### src/design/ssg_pkg.sv
// Shared types and constants of the sine sample generator.
// No dependencies; every other file of the block imports it.
package ssg_pkg;

  localparam int SAMPLE_BITS   = 16;
  localparam int INDEX_BITS    = 16;
  localparam int REG_BITS      = 16;
  localparam int PHASE_BITS    = 16;
  localparam int DIV_STAGES    = INDEX_BITS + 1;
  localparam int CORDIC_STAGES = 24;
  localparam int QBITS         = 30;
  localparam int CW            = 34;   // CORDIC x/y width
  localparam int ZW            = 33;   // CORDIC angle width

  localparam logic [30:0] HALF_PI_Q30 = 31'd1686629713;
  localparam logic [31:0] GAIN_Q30    = 32'd652032874;

  // atan(2^-i) in Q30 radians, truncated
  localparam logic [31:0] ATAN_ROM [CORDIC_STAGES] = '{
    32'h3243F6A8, 32'h1DAC6705, 32'h0FADBAFC, 32'h07F56EA6,
    32'h03FEAB76, 32'h01FFD55B, 32'h00FFFAAA, 32'h007FFF55,
    32'h003FFFEA, 32'h001FFFFD, 32'h000FFFFF, 32'h0007FFFF,
    32'h0003FFFF, 32'h0001FFFF, 32'h0000FFFF, 32'h00007FFF,
    32'h00003FFF, 32'h00001FFF, 32'h00000FFF, 32'h000007FF,
    32'h000003FF, 32'h000001FF, 32'h000000FF, 32'h0000007F
  };

  typedef enum logic [1:0] {
    REG_PERIOD     = 2'd0,
    REG_LEVEL_LOW  = 2'd1,
    REG_LEVEL_HIGH = 2'd2,
    REG_NONE       = 2'd3
  } cfg_reg_e;

  // what travels beside the data in every pipeline stage
  typedef struct packed {
    logic valid;
    logic cfg_bad;
    logic idx_bad;
  } side_t;

endpackage

### src/design/ssg_phase_div.sv
// Pipelined restoring divider: phase = (index * 2^16 + period/2) / period, mod 2^16.
// One quotient bit per stage. Depends on ssg_pkg.
module ssg_phase_div (
  input  logic                            clk_i,
  input  logic                            rst_ni,
  input  logic                            en_i,
  input  ssg_pkg::side_t                  side_i,
  input  logic [ssg_pkg::INDEX_BITS-1:0]  index_i,
  input  logic [ssg_pkg::REG_BITS-1:0]    period_i,
  output ssg_pkg::side_t                  side_o,
  output logic [ssg_pkg::PHASE_BITS-1:0]  phase_o
);
  import ssg_pkg::*;

  logic [15:0] rem_q [DIV_STAGES];
  logic [16:0] num_q [DIV_STAGES];
  logic [15:0] quo_q [DIV_STAGES];
  side_t       side_q [DIV_STAGES];

  logic [15:0] rem_in [DIV_STAGES];
  logic [16:0] num_in [DIV_STAGES];
  logic [15:0] quo_in [DIV_STAGES];
  logic [15:0] rem_d [DIV_STAGES];
  logic [16:0] num_d [DIV_STAGES];
  logic [15:0] quo_d [DIV_STAGES];

  always_comb begin
    logic [16:0] t;
    logic        ge;
    t  = '0;
    ge = 1'b0;
    // the dividend's low half is period/2, so no adder is needed
    rem_in[0] = {1'b0, index_i[15:1]};
    num_in[0] = {index_i[0], 1'b0, period_i[15:1]};
    quo_in[0] = '0;
    for (int k = 1; k < DIV_STAGES; k++) begin
      rem_in[k] = rem_q[k-1];
      num_in[k] = num_q[k-1];
      quo_in[k] = quo_q[k-1];
    end
    for (int k = 0; k < DIV_STAGES; k++) begin
      t  = {rem_in[k], num_in[k][16]};
      ge = (t >= {1'b0, period_i});
      rem_d[k] = ge ? 16'(t - {1'b0, period_i}) : t[15:0];
      num_d[k] = {num_in[k][15:0], 1'b0};
      quo_d[k] = {quo_in[k][14:0], ge};
    end
  end

  always_ff @(posedge clk_i or negedge rst_ni) begin
    if (!rst_ni) begin
      for (int k = 0; k < DIV_STAGES; k++) side_q[k] <= '0;
    end else if (en_i) begin
      side_q[0] <= side_i;
      for (int k = 1; k < DIV_STAGES; k++) side_q[k] <= side_q[k-1];
    end
  end

  always_ff @(posedge clk_i) begin
    if (en_i) begin
      for (int k = 0; k < DIV_STAGES; k++) begin
        rem_q[k] <= rem_d[k];
        num_q[k] <= num_d[k];
        quo_q[k] <= quo_d[k];
      end
    end
  end

  assign side_o  = side_q[DIV_STAGES-1];
  assign phase_o = quo_q[DIV_STAGES-1];

endmodule

### config.mk
export PLATFORM = sky130hd
export DESIGN_NAME = ssg_phase_div
export DESIGN_NICKNAME = d
export VERILOG_FILES = /design/src/design/ssg_pkg.sv /design/src/design/ssg_phase_div.sv
export SDC_FILE = /design/constraint.sdc
export NUM_CORES = 1
export LEC_CHECK = 0
export BUFFER_PORTS_ARGS = -buffer_cell sky130_fd_sc_hd__buf_2
export CORE_ASPECT_RATIO = 0.6
export CORE_MARGIN = 4
export CORE_UTILIZATION = 43
export CTS_CLUSTER_SIZE = 24
export DETAILED_ROUTE_END_ITERATION = 16
export PLACE_DENSITY = 0.61
export SKIP_CTS_REPAIR_TIMING = 1
export SYNTH_ARGS = -nofsm -noshare
export SYNTH_HDL_FRONTEND = slang
export SYNTH_SLANG_ARGS = --single-unit
### constraint.sdc
create_clock -name clk_i -period 2.9 [get_ports clk_i]
set_input_delay 0.58 -clock clk_i [delete_from_list [all_inputs] [get_ports clk_i]]
set_output_delay 0.58 -clock clk_i [all_outputs]
set_load 0.01 [all_outputs]
==> results.sh <==
export IMPL_status="complete, but fails checks"
export IMPL_violations="setup timing"
export IMPL_holdWs_ns=0.137
export IMPL_grt_start_max_net_pins=88
export IMPL_cts_max_level=2
export IMPL_cts_tree="yes"
export IMPL_synth_top_cell_area_share_pct=48.3
export IMPL_synth_edf_count=527
export IMPL_syn_avg_cell_area_um2=12.4
export IMPL_cp_end_kind="register"
export IMPL_drt_met1_wl_mm=45.0
export IMPL_powerDensity_nw_per_um2=1140
export IMPL_crit_fanout=2
export IMPL_initialDrtViolationCount=1898
export IMPL_drive_above_1_share_pct=39.8
export IMPL_ir_worst_vdd_mv=0.588
export IMPL_ant_nets=0
export IMPL_cts_buffers=58
export IMPL_netlist_area_um2=32800
export IMPL_grt_pass1_vias=23703
export IMPL_cts_root_buf="clkbuf_16"
export IMPL_areaGrowthSynthToFinish_pct=36.9
export IMPL_post_dp_hpwl_mm=62.8
export IMPL_setup_ws_ns=-0.365
export IMPL_period_share_pct=113
export IMPL_grt_antenna_before_repair=1
export IMPL_fin_crit_ns=3.27
export IMPL_synthesis_nets=2968
export IMPL_grt_pass1_wl_mm=131
export IMPL_drt_wl_total_mm=89.2
export IMPL_wl_met3_mm=6.13
export IMPL_critPathArrivalTime_ns=3.65
export IMPL_cp_start_kind="register"
export IMPL_wl_per_cell_um=19.7
export IMPL_worst_setup_path_type="reg -> reg"
export IMPL_setup_violations=131
export IMPL_num_rows=78
export IMPL_skew_ns=0.0178
export IMPL_cts_sink_count=578
export IMPL_drv_slew=0
export IMPL_overflow=0
export IMPL_path_clk_slew_ns=0.06
export IMPL_p_leak_uw=0.0185
export IMPL_antennaDiodeCount=0
export IMPL_ys_types=83
export IMPL_drt_pre_antenna_iters=5
export IMPL_tightest_slew_ns=1.08
export IMPL_yosys_area_top_type="edfxtp_1"
export IMPL_yosysSeqAreaShare_pct=52.2
export IMPL_initial_core_util_pct=43.4
export IMPL_dp_slack_ns=-1.09
export IMPL_wl_met2_mm=36.7
export IMPL_cap_violations=0
export IMPL_max_slew_margin_pct=27.9
export IMPL_synth_seq_cells=578
export IMPL_total_power_uw=51200
export IMPL_ios=57
export IMPL_place_congestion=0.914
export IMPL_io_buffers=56
export IMPL_syn_inst=2642
export IMPL_rsz0062_at_grt="true"
export IMPL_vias_per_cell=5.42
export IMPL_utilization_pct=59.4
export IMPL_fmax_ghz=0.306
export IMPL_clockBufferDepth=3
export IMPL_synthTopCellsByCount="edfxtp_1, ha_1, mux2_2"
export IMPL_vias=24594
export IMPL_fin_nets=3812
export IMPL_synth_most_common_cell="edfxtp_1"
export IMPL_synthTopCellsByArea="edfxtp_1, ha_1, mux2_2, dfrtp_1, xnor2_1"
export IMPL_drc_errors=0
export IMPL_async_reset_ff_share_pct=8.82
export IMPL_yosysWarningCount=0
export IMPL_worst_ep_required_time_ns=3.29
export IMPL_min_path_type="in -> async"
export IMPL_fp_dieH_um=222
export IMPL_top_layer_used="met4"
export IMPL_grt_use_total_pct=20.3
export IMPL_clk_latency_ns=0.64
export IMPL_hold_violations=0
export IMPL_ys_flop_type="edfxtp_1"
export IMPL_die_x_um=364
export IMPL_coreArea_um2=75500
export IMPL_dieArea_um2=80900
[cell usage in the layout, fill, tap and decap left out, types with 12 or more instances in the layout]
master / netlist / layout
edfxtp_1: 527 / 527
buf_4: 7 / 667
a21oi_2: 3 / 21
buf_12: 0 / 40
buf_2: 12 / 51
nor3_1: 64 / 53
o21bai_1: 18 / 16
nand2b_1: 31 / 30
mux2_4: 7 / 88
a21oi_1: 188 / 158
nor2_1: 182 / 180
or3_1: 18 / 17
nand3_1: 46 / 44
xor2_1: 45 / 45
nand2_1: 101 / 100
inv_1: 111 / 93
o21a_1: 47 / 47
o21ai_0: 111 / 81
ha_4: 0 / 44
buf_6: 2 / 45
a21o_1: 46 / 45
mux2_2: 224 / 147
ha_1: 272 / 225
o31ai_1: 25 / 14
o21ai_2: 0 / 19
o31a_1: 16 / 16
clkinvlp_4: 0 / 16
dfrtp_1: 51 / 51
a21oi_4: 0 / 12
clkbuf_16: 0 / 77
nor2b_1: 50 / 33
or2_2: 14 / 14
a211oi_1: 22 / 12
mux2i_1: 31 / 31
nand4_1: 33 / 33
xnor2_1: 125 / 125
[worst paths after layout]
check	start	endpoint	slack (ns)	depth (start not counted)
max in group asynchronous	rst_ni	side_q[26]	2.08	1
worst max register to register	num_q[0][159]	rem_q[0][174]	-0.37	11
worst min register to register	quo_q[0][118]	quo_q[0][135]	0.41	0
worst max-delay path	num_q[0][159]	rem_q[0][174]	-0.37	11
worst min-delay path	rst_ni	side_o[1]	0.14	1
min in group clk_i	period_i[12]	num_q[0][11]	0.14	1
[metrics by stage]
stage               cell area [um^2]  cells  TNS (ns)
floorplan                      33000   2642    -82.92
global placement               39900   4340   -195.25
detailed placement             39900   4340   -213.88
CTS                            42000   4449    -45.40
global route                   44900   4535    -22.67
finish                         44900   4535    -14.35
[routing by layer]
layer / up-vias / track usage (%)
met4: 0 / 4.43
met5: - / 0
met2: 601 / 28.4
met1: 12068 / 31.4
li1: 11811 / -
met3: 114 / 5.31
[final cells by class]
class | count | area (um^2)
fill | 6059 | 30600
sequential | 578 | 17100
multi-input combinational | 1915 | 17000
timing repair buffer | 820 | 6960
clock buffer | 76 | 1660
tap | 1000 | 1250
inverter | 112 | 465
clock inverter | 33 | 449
timing repair inverter | 1 | 6.26
[where the power goes]
part           internal [uW]  leakage [uW]  switching [uW]
Combinational          15800        0.0117           12800
Sequential             12800       0.00575            1470
Clock                   4940       0.00101            3410
Total                  33500        0.0185           17700
[kinds of logic (layout without fill, tap and decap cells)]
logic type	Yosys count	count (layout)	synth area share (%)
flip-flops	578	578	52.2
AND/OR/NAND/NOR	588	588	8.77
AO/OA/AOI/OAI	603	603	12.2
multiplexers	266	266	9.10
buffers and inverters	149	1042	1.88
adder cells (fa/ha/maj)	288	288	11.4
XOR/XNOR	170	170	4.54
[critical path: stages, from the launching register on]
cell and delay, ns:
edfxtp_1 0.55, inv_2 0.09, ha_4 0.18, fa_2 0.38, nor2b_2 0.15, o31a_1 0.25
o21ai_4 0.11, a2111oi_4 0.39, o21ai_2 0.13, a21boi_2 0.23, mux2_4 0.33, a31o_4 0.21
[state kept, by name (all words and copies together) (netlist names)]
| signal | flops |
|---|---|
| side_q | 48 |
| rem_q | 256 |
| quo_q | 136 |
| num_q | 135 |
| side_o | 3 |
No activity file was read; power rests on OpenSTA's default activity.
